### src/pse_pkg.sv
`default_nettype none

package pse_pkg;

    // parse phases
    localparam logic [2:0] PH_LENGTH = 3'd0;
    localparam logic [2:0] PH_HEADER = 3'd1;
    localparam logic [2:0] PH_SKIP   = 3'd2;
    localparam logic [2:0] PH_TYPE   = 3'd3;
    localparam logic [2:0] PH_PIDHI  = 3'd4;
    localparam logic [2:0] PH_PIDLO  = 3'd5;
    localparam logic [2:0] PH_INFOHI = 3'd6;
    localparam logic [2:0] PH_INFOLO = 3'd7;

    // shortest section that carries a full header and crc
    localparam logic [11:0] MIN_LENGTH = 12'd13;
    localparam logic [11:0] CRC_BYTES  = 12'd4;

    // program info length offsets, counted from byte 3
    localparam logic [11:0] OFF_INFO_HI = 12'd7;
    localparam logic [11:0] OFF_INFO_LO = 12'd8;

    // stream types of interest
    localparam logic [7:0] ST_VIDEO_A = 8'd1;
    localparam logic [7:0] ST_VIDEO_B = 8'd2;
    localparam logic [7:0] ST_AUDIO_A = 8'd3;
    localparam logic [7:0] ST_AUDIO_B = 8'd4;
    localparam logic [7:0] ST_TTX     = 8'd6;

    typedef struct packed {
        logic [7:0] section_byte;
        logic       section_start;
    } t_pse_item;

    typedef struct packed {
        logic [12:0] vid_pid;
        logic        video_found;
        logic [12:0] aud_pid;
        logic        audio_found;
        logic        teletext_present;
        logic [11:0] section_size;
        logic        malformed;
    } t_pse_result;

endpackage

`default_nettype wire

### src/pmt_stream_pid_extractor_core.sv
// result path: the last section byte passes the input register and the parse step into the result register
// throughput: one section byte per cycle, sustained, with the output not stalled
// set by the single parse step between the input register and the result register
// reset: i_rst_n synchronous, active low; parser waits for a section start,
// both pipeline registers empty
`default_nettype none

module pmt_stream_pid_extractor_core
    import pse_pkg::*;
(
    input  wire logic        i_clk,
    input  wire logic        i_rst_n,

    // section byte channel
    input  wire logic        i_in_valid,
    output logic             o_in_stall,
    input  wire logic [7:0]  i_section_byte,
    input  wire logic        i_section_start,

    // result channel
    output logic             o_out_valid,
    input  wire logic        i_out_stall,
    output logic [12:0]      o_vid_pid,
    output logic             o_video_found,
    output logic [12:0]      o_aud_pid,
    output logic             o_audio_found,
    output logic             o_teletext_present,
    output logic [11:0]      o_section_size,
    output logic             o_malformed
);

    t_pse_item   in_item;
    t_pse_item   held_item;
    logic        held_valid;
    logic        out_free;
    logic        step;
    logic        emit;
    t_pse_result step_result;
    t_pse_result out_result;

    assign in_item.section_byte  = i_section_byte;
    assign in_item.section_start = i_section_start;

    // a held byte is parsed only when the result slot can absorb a possible result,
    // so parser state and the result register always advance together
    assign step = held_valid && out_free;

    // input register: decouples the byte channel from the result side
    pse_in_reg u_in_reg (
        .i_clk   (i_clk),
        .i_rst_n (i_rst_n),
        .i_valid (i_in_valid),
        .i_item  (in_item),
        .i_take  (step),
        .o_stall (o_in_stall),
        .o_valid (held_valid),
        .o_item  (held_item)
    );

    // section parser: length capture, program info skip, es loop walk
    pse_parser u_parser (
        .i_clk    (i_clk),
        .i_rst_n  (i_rst_n),
        .i_step   (step),
        .i_item   (held_item),
        .o_emit   (emit),
        .o_result (step_result)
    );

    // result register: holds a result until its transfer completes
    pse_out_reg u_out_reg (
        .i_clk    (i_clk),
        .i_rst_n  (i_rst_n),
        .i_load   (step && emit),
        .i_result (step_result),
        .i_stall  (i_out_stall),
        .o_free   (out_free),
        .o_valid  (o_out_valid),
        .o_result (out_result)
    );

    assign o_vid_pid          = out_result.vid_pid;
    assign o_video_found      = out_result.video_found;
    assign o_aud_pid          = out_result.aud_pid;
    assign o_audio_found      = out_result.audio_found;
    assign o_teletext_present = out_result.teletext_present;
    assign o_section_size     = out_result.section_size;
    assign o_malformed        = out_result.malformed;

endmodule

`default_nettype wire

### src/pse_in_reg.sv
`default_nettype none

module pse_in_reg
    import pse_pkg::*;
(
    input  wire logic      i_clk,
    input  wire logic      i_rst_n,
    input  wire logic      i_valid,
    input  wire t_pse_item i_item,
    input  wire logic      i_take,
    output logic           o_stall,
    output logic           o_valid,
    output t_pse_item      o_item
);

    logic      r_valid;
    t_pse_item r_item;
    logic      load;

    // hold while the parser cannot take the current byte
    assign o_stall = r_valid && !i_take;
    assign load    = i_valid && !o_stall;

    always_ff @(posedge i_clk) begin
        if (!i_rst_n) begin
            r_valid <= 1'b0;
        end else if (load) begin
            r_valid <= 1'b1;
        end else if (i_take) begin
            r_valid <= 1'b0;
        end
    end

    always_ff @(posedge i_clk) begin
        if (load) begin
            r_item <= i_item;
        end
    end

    assign o_valid = r_valid;
    assign o_item  = r_item;

endmodule

`default_nettype wire

### src/pse_parser.sv
`default_nettype none

module pse_parser
    import pse_pkg::*;
(
    input  wire logic      i_clk,
    input  wire logic      i_rst_n,
    input  wire logic      i_step,
    input  wire t_pse_item i_item,
    output logic           o_emit,
    output t_pse_result    o_result
);

    logic [11:0] r_pos,       n_pos;
    logic        r_active,    n_active;
    logic [11:0] r_len,       n_len;
    logic [11:0] r_skip,      n_skip;
    logic [2:0]  r_phase,     n_phase;
    logic [7:0]  r_type,      n_type;
    logic [4:0]  r_pid_hi,    n_pid_hi;
    logic [12:0] r_vid_pid,   n_vid_pid;
    logic        r_video_fnd, n_video_fnd;
    logic [12:0] r_aud_pid,   n_aud_pid;
    logic        r_audio_fnd, n_audio_fnd;
    logic        r_ttx,       n_ttx;
    logic        r_bad,       n_bad;

    logic [7:0]  b;
    logic [11:0] len_full;
    logic [11:0] skip_full;
    logic [11:0] skip_dec;
    logic [11:0] loop_end;
    logic [12:0] pos_inc;
    logic [12:0] pid;

    always_comb begin
        b         = i_item.section_byte;
        len_full  = r_len | {4'd0, b};
        skip_full = r_skip | {4'd0, b};
        skip_dec  = r_skip - 12'd1;
        loop_end  = r_len - CRC_BYTES;
        pos_inc   = {1'b0, r_pos} + 13'd1;
        pid       = {r_pid_hi, b};

        n_pos       = r_pos;
        n_active    = r_active;
        n_len       = r_len;
        n_skip      = r_skip;
        n_phase     = r_phase;
        n_type      = r_type;
        n_pid_hi    = r_pid_hi;
        n_vid_pid   = r_vid_pid;
        n_video_fnd = r_video_fnd;
        n_aud_pid   = r_aud_pid;
        n_audio_fnd = r_audio_fnd;
        n_ttx       = r_ttx;
        n_bad       = r_bad;
        o_emit      = 1'b0;

        if (i_item.section_start) begin
            // fresh section, drop anything unfinished
            n_pos       = '0;
            n_active    = 1'b1;
            n_len       = '0;
            n_skip      = '0;
            n_phase     = PH_LENGTH;
            n_type      = '0;
            n_pid_hi    = '0;
            n_vid_pid   = '0;
            n_video_fnd = 1'b0;
            n_aud_pid   = '0;
            n_audio_fnd = 1'b0;
            n_ttx       = 1'b0;
            n_bad       = 1'b0;
        end else if (r_active) begin
            if (r_phase == PH_LENGTH) begin
                if (r_pos == 12'd0) begin
                    n_len = {b[3:0], 8'd0};
                    n_pos = 12'd1;
                end else begin
                    n_len = len_full;
                    if (len_full < MIN_LENGTH) begin
                        n_bad = 1'b1;
                    end
                    if (len_full == 12'd0) begin
                        o_emit   = 1'b1;
                        n_active = 1'b0;
                    end else begin
                        n_pos   = '0;
                        n_phase = PH_HEADER;
                    end
                end
            end else begin
                if (r_len >= MIN_LENGTH) begin
                    if (r_pos < loop_end) begin
                        unique case (r_phase)
                            PH_HEADER: begin
                                if (r_pos == OFF_INFO_HI) begin
                                    n_skip = {b[3:0], 8'd0};
                                end else if (r_pos == OFF_INFO_LO) begin
                                    n_skip  = skip_full;
                                    n_phase = (skip_full != 12'd0) ? PH_SKIP : PH_TYPE;
                                end
                            end
                            PH_SKIP: begin
                                n_skip = skip_dec;
                                if (skip_dec == 12'd0) begin
                                    n_phase = PH_TYPE;
                                end
                            end
                            PH_TYPE: begin
                                n_type = b;
                                if (b == ST_TTX) begin
                                    n_ttx = 1'b1;
                                end
                                n_phase = PH_PIDHI;
                            end
                            PH_PIDHI: begin
                                n_pid_hi = b[4:0];
                                n_phase  = PH_PIDLO;
                            end
                            PH_PIDLO: begin
                                if ((r_type == ST_VIDEO_A || r_type == ST_VIDEO_B)
                                        && !r_video_fnd) begin
                                    n_vid_pid   = pid;
                                    n_video_fnd = 1'b1;
                                end
                                if ((r_type == ST_AUDIO_A || r_type == ST_AUDIO_B)
                                        && !r_audio_fnd) begin
                                    n_aud_pid   = pid;
                                    n_audio_fnd = 1'b1;
                                end
                                n_phase = PH_INFOHI;
                            end
                            PH_INFOHI: begin
                                n_skip  = {b[3:0], 8'd0};
                                n_phase = PH_INFOLO;
                            end
                            default: begin
                                n_skip  = skip_full;
                                n_phase = (skip_full != 12'd0) ? PH_SKIP : PH_TYPE;
                            end
                        endcase
                    end else if (r_pos == loop_end && r_phase != PH_TYPE) begin
                        // entry or descriptors ran into the crc
                        n_bad = 1'b1;
                    end
                end
                if (pos_inc >= {1'b0, r_len}) begin
                    o_emit   = 1'b1;
                    n_active = 1'b0;
                end else begin
                    n_pos = pos_inc[11:0];
                end
            end
        end

        o_result.vid_pid          = n_vid_pid;
        o_result.video_found      = n_video_fnd;
        o_result.aud_pid          = n_aud_pid;
        o_result.audio_found      = n_audio_fnd;
        o_result.teletext_present = n_ttx;
        o_result.section_size     = n_len;
        o_result.malformed        = n_bad;
    end

    always_ff @(posedge i_clk) begin
        if (!i_rst_n) begin
            r_pos       <= '0;
            r_active    <= 1'b0;
            r_len       <= '0;
            r_skip      <= '0;
            r_phase     <= PH_LENGTH;
            r_type      <= '0;
            r_pid_hi    <= '0;
            r_vid_pid   <= '0;
            r_video_fnd <= 1'b0;
            r_aud_pid   <= '0;
            r_audio_fnd <= 1'b0;
            r_ttx       <= 1'b0;
            r_bad       <= 1'b0;
        end else if (i_step) begin
            r_pos       <= n_pos;
            r_active    <= n_active;
            r_len       <= n_len;
            r_skip      <= n_skip;
            r_phase     <= n_phase;
            r_type      <= n_type;
            r_pid_hi    <= n_pid_hi;
            r_vid_pid   <= n_vid_pid;
            r_video_fnd <= n_video_fnd;
            r_aud_pid   <= n_aud_pid;
            r_audio_fnd <= n_audio_fnd;
            r_ttx       <= n_ttx;
            r_bad       <= n_bad;
        end
    end

endmodule

`default_nettype wire

### src/pse_out_reg.sv
`default_nettype none

module pse_out_reg
    import pse_pkg::*;
(
    input  wire logic        i_clk,
    input  wire logic        i_rst_n,
    input  wire logic        i_load,
    input  wire t_pse_result i_result,
    input  wire logic        i_stall,
    output logic             o_free,
    output logic             o_valid,
    output t_pse_result      o_result
);

    logic        r_valid;
    t_pse_result r_result;

    // slot can take a new result when empty or being drained this cycle
    assign o_free = !r_valid || !i_stall;

    always_ff @(posedge i_clk) begin
        if (!i_rst_n) begin
            r_valid <= 1'b0;
        end else if (o_free) begin
            r_valid <= i_load;
        end
    end

    always_ff @(posedge i_clk) begin
        if (o_free && i_load) begin
            r_result <= i_result;
        end
    end

    assign o_valid  = r_valid;
    assign o_result = r_result;

endmodule

`default_nettype wire

### config.mk
export PLATFORM = sky130hd
export DESIGN_NAME = pmt_stream_pid_extractor_core
export DESIGN_NICKNAME = d
export VERILOG_FILES = /design/src/pse_pkg.sv /design/src/pmt_stream_pid_extractor_core.sv /design/src/pse_in_reg.sv /design/src/pse_parser.sv /design/src/pse_out_reg.sv
export SDC_FILE = /design/constraint.sdc
export NUM_CORES = 1
export LEC_CHECK = 0
export BUFFER_PORTS_ARGS = -buffer_cell sky130_fd_sc_hd__buf_2
export CAP_MARGIN = 20
export CORE_ASPECT_RATIO = 1.4
export CORE_MARGIN = 8
export CORE_UTILIZATION = 60
export CTS_CLUSTER_DIAMETER = 50
export DETAILED_ROUTE_END_ITERATION = 8
export PLACE_DENSITY = 0.82
export SYNTH_ARGS = -nofsm -noshare
export SYNTH_HDL_FRONTEND = slang
export SYNTH_SLANG_ARGS = --single-unit
### constraint.sdc
create_clock -name i_clk -period 6.1 [get_ports i_clk]
set_input_delay 0.61 -clock i_clk [delete_from_list [all_inputs] [get_ports i_clk]]
set_output_delay 0.61 -clock i_clk [all_outputs]
set_load 0.05 [all_outputs]
==> results of run 1 <==
[final cells by class]
| class | instances | area [µm²] |
|---|---|---|
| clock inverters | 13 | 168 |
| well taps | 147 | 184 |
| repair buffers | 63 | 333 |
| multi-input cells | 550 | 3580 |
| flip-flops and latches | 136 | 3230 |
| inverters | 26 | 97.6 |
| fillers | 891 | 3680 |
| clock buffers | 19 | 433 |
[registers in the layout (all words and copies together), names as in the netlist]
name                  count
u_parser.r_phase          3
u_in_reg.o_item           9
u_parser.r_skip          12
u_parser.r_vid_pid       13
u_out_reg.o_valid         1
u_parser.r_bad            1
u_parser.r_pos           12
u_parser.r_audio_fnd      1
u_parser.r_video_fnd      1
u_out_reg.o_result       42
u_parser.r_len           12
u_parser.r_ttx            1
u_parser.r_type           8
u_parser.r_pid_hi         5
u_parser.r_active         1
u_in_reg.o_valid          1
u_parser.r_aud_pid       13
[routing by layer]
| metal | vias up | global-route usage, % | share of wire [%] |
|---|---|---|---|
| met4 | 0 | 19.6 | 6.6 |
| li1 | 2810 | - | - |
| met5 | - | 0 | 0 |
| met1 | 2891 | 25.3 | 36 |
| met3 | 90 | 5.10 | 6.6 |
| met2 | 282 | 44.8 | 51 |
[through the flow]
stage	util, %	cells	hold WS (ns)
after floorplan	-	758	0.432
after global placement	63.4	921	0.442
after detailed placement	63.4	921	0.447
after CTS	68.5	953	0.356
after global routing	68.6	954	0.355
final	68.6	954	0.359
[power by group]
group | switching [W] | total [W] | internal [W]
registers | 0.0000273 | 0.000975 | 0.000948
logic | 0.0000863 | 0.000128 | 0.0000421
clock network | 0.000403 | 0.00105 | 0.000648
total | 0.000517 | 0.00215 | 0.00164
[cell families after synthesis]
group | count (synthesis) | synth area share (%)
AO/OA/AOI/OAI | 163 | 16.3
XOR/XNOR | 27 | 3.33
adder cells (fa/ha/maj) | 30 | 5.28
buffers and inverters | 72 | 4.30
flip-flops | 136 | 45.5
multiplexers | 28 | 3.95
AND/OR/NAND/NOR | 302 | 21.4
[worst max-delay path by stage]
stage / slack [ns] / endpoint / cells after the start
6_report: 1.90 / u_parser.r_aud_pid[3] / 13
2_1_floorplan: 1.70 / u_out_reg.o_result[0] / 11
4_1_cts: 1.95 / u_parser.r_aud_pid[3] / 13
5_1_grt: 1.62 / u_parser.r_aud_pid[1] / 13
3_5_place_dp: 2.00 / u_parser.r_aud_pid[3] / 13
3_3_place_gp: 2.17 / u_parser.r_aud_pid[3] / 13
[layout by cell type, fill, tap and decap left out, types with 5 or more instances in the layout]
| cell type | synthesis | routed |
|---|---|---|
| buf_4 | 2 | 6 |
| a31oi_1 | 10 | 10 |
| o21ai_0 | 24 | 24 |
| xnor2_1 | 19 | 19 |
| nand3_1 | 22 | 22 |
| nor2_1 | 91 | 91 |
| nor2b_1 | 9 | 9 |
| a22o_1 | 16 | 16 |
| mux2i_1 | 28 | 28 |
| buf_2 | 10 | 56 |
| or4_1 | 8 | 8 |
| nor3b_1 | 5 | 5 |
| inv_1 | 25 | 25 |
| xor2_1 | 8 | 8 |
| nor3_1 | 13 | 13 |
| a22oi_1 | 5 | 5 |
| clkbuf_16 | 0 | 17 |
| nor4_1 | 7 | 7 |
| edfxtp_1 | 51 | 51 |
| ha_1 | 30 | 30 |
| dfxtp_1 | 85 | 85 |
| nand4_1 | 10 | 10 |
| and3_1 | 9 | 9 |
| nand2_1 | 92 | 92 |
| a21oi_1 | 53 | 52 |
| o2bb2ai_1 | 15 | 15 |
==> flow_metrics.tcl, run 1 <==
set metrics [dict create \
    status "finished, final reports clean" \
    setup_ws_ns 1.90 \
    io_buffers 56 \
    layout.nets 837 \
    cts_hold_buf 0 \
    ys.flop_type "dfxtp_1" \
    finalHoldViolCount 0 \
    drt_wl_total_mm 19.6 \
    timing.fmax_ghz 0.238 \
    min_to "u_in_reg.o_item[2]" \
    rows 47 \
    synth_edf_count 51 \
    crit_required_ns 6.46 \
    p_leak_nw 2.90 \
    synth_top_area_cell "dfxtp_1" \
    overflow 0 \
    cts_resized 0 \
    skew_ns 0.0105 \
    track_usage_pct 25.3 \
    endpoint_kind "flip-flop" \
    die_y_um 145 \
    syn_avg_cell_area_um2 9.37 \
    ys_seq_area_share_pct 45.5 \
    vias 6073 \
    cts.sinks 136 \
    synth_area_um2 7100 \
    start_kind "flip-flop" \
    wl_per_cell_um 20.5 \
    p_per_area_nw_per_um2 268 \
    clk_latency_ns 0.42 \
    dp_hpwl_mm 13.7 \
    worstHoldPathType "in -> reg" \
    grt_max_degree 58 \
    coreArea_um2 11700 \
    fin_area_um2 8030 \
    worstPathMaxFanout 13 \
    place_area_um2 7420 \
    yosys_warnings 0 \
    startpoint "u_parser.r_len[2]" \
    worstHoldStart "i_section_byte[1]" \
    p_total_w 0.00215 \
    root_buffer "clkbuf_16" \
    synth_cell_types 72 \
    route.detailed.drc 0 \
    grt_pass1_vias 6097 \
    critPathBufInv 0 \
    post-route-min-period_ns 4.20 \
    final_layout_size_suffix_gt1_share_pct 15.0 \
    path_clk_slew_ns 0.06 \
    cp_common_cell "nor3_1" \
    cts_tree "yes" \
    regToRegEndpoint "u_parser.r_aud_pid[3]" \
    syn2layout_area_growth_pct 13.0 \
    tns_ns 0 \
    peakVddDrop_v 0.000172 \
    netlist_instances 758 \
    routed_via_density 6.37 \
    ant_nets 0 \
    dieArea_um2 15600 \
    synth_nets 801 \
    crit_slowest_cell "a211oi_2" \
    synth_seq_cells 136 \
    finalSetupViolCount 0 \
    die_w_um 108 \
    rr_worst_depth 13 \
    antenna_found_initial 0 \
    arrival_ns 4.56 \
    cap_violations 0 \
    antennaDiodeCount 0 \
    drt_iter0_drc 508 \
    gp_congestion 0.943 \
    start_util_pct 60.7 \
    dp_slack_ns 2.00 \
    relSlewSlack_pct 37.1 \
    cts.path.max_buffers 2 \
    critical_path_class "reg -> reg" \
    period_share_pct 68.8 \
    io_pins 57 \
    drt_pre_antenna_iters 5 \
    critPathMaxStageDelay_ns 0.80 \
    cpLargestDelayFamily "simple AND/OR/NAND/NOR gates" \
    cts-htree-levels 4 \
    synth_top_area_share_pct 24.0 \
    synth_commonest_cells "92 x nand2_1, 91 x nor2_1, 85 x dfxtp_1" \
    path_cells "nor3_1 -> nand2_1 -> nor4_1 -> and3_1 -> xnor2_1 -> ha_1 -> nand4_1 -> nor3_1 -> a21boi_1 -> or3_1 -> nor2_2 -> a211oi_2 -> a22o_1" \
    grt_pass1_wl_mm 30.7 \
    worst_pin_slew_ns 0.942 \
    numCtsBuffers 17 \
    regToRegSetupSlack_ns 1.90 \
    synth_area_leaders "dfxtp_1 24%, edfxtp_1 22%, ha_1 5.3%" \
    r2r_start "u_parser.r_len[2]" \
    rsz0062_at_grt "no" \
    holdPathStages 1 \
    cts_setup_buffers 0 \
    synthArstFlopShare_pct 0 \
    final_max_slew_viol_count 0 \
    synth.most_common_cell "nand2_1" \
]
Power figures use the tool's default switching activity.
==> inputs of run 2 (changes only) <==
- clock period: 6.1 -> 3.9 ns (I/O delays scaled with it)
==> flow_metrics.tcl, run 2 (synthesis results as in run 1) <==
set metrics [dict create \
    drt_pre_antenna_iters 5 \
    r2r_start "u_parser.r_len[3]" \
    timing.fmax_ghz 0.269 \
    wl_per_cell_um 20.3 \
    ant_nets 0 \
    antenna_found_initial 0 \
    final_layout_size_suffix_gt1_share_pct 17.6 \
    dp_slack_ns 0.0355 \
    antennaDiodeCount 0 \
    die_y_um 145 \
    root_buffer "clkbuf_16" \
    drt_iter0_drc 486 \
    start_kind "flip-flop" \
    cts.sinks 136 \
    drt_wl_total_mm 19.8 \
    track_usage_pct 26.0 \
    worstHoldPathType "in -> reg" \
    cts.path.max_buffers 2 \
    post-route-min-period_ns 3.71 \
    finalSetupViolCount 0 \
    syn2layout_area_growth_pct 15.7 \
    relSlewSlack_pct 46.7 \
    grt_pass1_vias 6270 \
    path_clk_slew_ns 0.06 \
    io_pins 57 \
    rows 47 \
    worstHoldStart "i_section_byte[6]" \
    min_to "u_in_reg.o_item[7]" \
    dieArea_um2 15600 \
    holdPathStages 1 \
    largest_reg_flops 42 \
    setup_ws_ns 0.186 \
    final_common_cell "nand2_1" \
    p_per_area_nw_per_um2 409 \
    endpoint_kind "flip-flop" \
    cts-htree-levels 4 \
    p_leak_nw 3.02 \
    dp_hpwl_mm 14.2 \
    grt_max_degree 54 \
    routed_via_density 6.28 \
    cap_violations 0 \
    finalHoldViolCount 0 \
    critical_path_class "reg -> reg" \
    grt_pass1_wl_mm 31.5 \
    final_max_slew_viol_count 0 \
    rr_worst_depth 14 \
    worst_pin_slew_ns 0.797 \
    gp_congestion 1.01 \
    route.detailed.drc 0 \
    coreArea_um2 11700 \
    arrival_ns 3.86 \
    vias 6129 \
    cts_tree "yes" \
    period_share_pct 95.2 \
    worstPathMaxFanout 16 \
    io_buffers 56 \
    overflow 0 \
    layout.nets 859 \
    peakVddDrop_v 0.000265 \
    regToRegSetupSlack_ns 0.19 \
    p_total_w 0.00336 \
    crit_required_ns 4.05 \
    regToRegEndpoint "u_out_reg.o_result[23]" \
    skew_ns 0.00914 \
    numCtsBuffers 17 \
    die_w_um 108 \
    rsz0062_at_grt "no" \
    start_util_pct 60.7 \
    clk_latency_ns 0.42 \
    layout_common_cells "92 x nand2_1, 91 x nor2_1, 85 x dfxtp_1, 56 x buf_2, 52 x a21oi_1" \
    tns_ns 0 \
    status "finished, final reports clean" \
]
==> run 2: cell count changes in the layout (fill, tap and decap cells not counted), sizes merged <==
cell | previous run | this run
clkinv | 3 | 6
inv | 30 | 28
clkbuf | 20 | 19
buf | 62 | 85
bufinv | 3 | 2
==> run 2: how the worst max path moves through the flow <==
stage                           start                endpoint  slack [ns]  depth (start not counted)
floorplan           u_parser.r_len[2]  u_out_reg.o_result[18]        0.35                         15
global placement    u_parser.r_len[3]  u_out_reg.o_result[40]        0.21                         13
detailed placement  u_parser.r_len[3]   u_parser.r_aud_pid[4]        0.04                         13
CTS                 u_parser.r_len[3]  u_out_reg.o_result[29]        0.05                         13
global route        u_parser.r_len[3]   u_parser.r_vid_pid[3]        0.01                         15
finish              u_parser.r_len[3]  u_out_reg.o_result[23]        0.19                         14
==> run 2: stage by stage <==
stage / std cells / util [%] / cell area, µm² / hold WS, ns
after global routing: 976 / 70.2 / 8220 / 0.129
after floorplan: 758 / - / 7110 / 0.432
after CTS: 975 / 70.0 / 8190 / 0.135
final: 976 / 70.2 / 8220 / 0.140
after global placement: 943 / 64.8 / 7580 / 0.443
after detailed placement: 943 / 64.8 / 7580 / 0.451
==> run 2: what timing repair did <==
| action | in CTS | in global routing |
|---|---|---|
| buffers inserted | 0 | 1 |
| hold endpoints to repair | 0 | 0 |
| pin swaps | 0 | 1 |
| setup endpoints to repair | 9 | 60 |
| hold buffers | 0 | 0 |
| gates resized for setup | 1 | 3 |
==> run 2: critical path: stages, from the launching register on <==
cell	delay (ns)
dfxtp_1	0.37
nor3_1	0.31
nand2_1	0.15
nor4_2	0.20
and3_1	0.21
xnor2_1	0.15
ha_1	0.30
nand4_1	0.13
nor3_1	0.08
a21boi_1	0.14
or3_1	0.50
nor4_4	0.31
buf_6	0.26
mux2i_1	0.27
nor2_1	0.06
==> run 2: per-layer routing <==
layer / vias to the layer above / wire (µm) / global-route usage, % / part of all wire (%)
li1: 2843 / - / - / -
met1: 2911 / 7090 / 25.7 / 36
met2: 293 / 10100 / 46.2 / 51
met3: 82 / 1420 / 6.96 / 7.2
met4: 0 / 1170 / 17.7 / 5.9
met5: - / 0 / 0 / 0
==> run 2: area by class of cell <==
class	count	area, µm²
Timing Repair Buffer	85	514
Tap cell	147	184
Clock inverter	13	143
Inverter	26	97.6
Sequential cell	136	3230
Fill cell	871	3480
Clock buffer	19	454
Multi-Input combinational cell	550	3590
==> run 2: report_power, final <==
group / switching (W) / total [W] / internal, W
combinational: 0.000166 / 0.000248 / 0.0000820
sequential: 0.0000171 / 0.00150 / 0.00148
clock: 0.000632 / 0.00161 / 0.000983
total: 0.000815 / 0.00336 / 0.00255
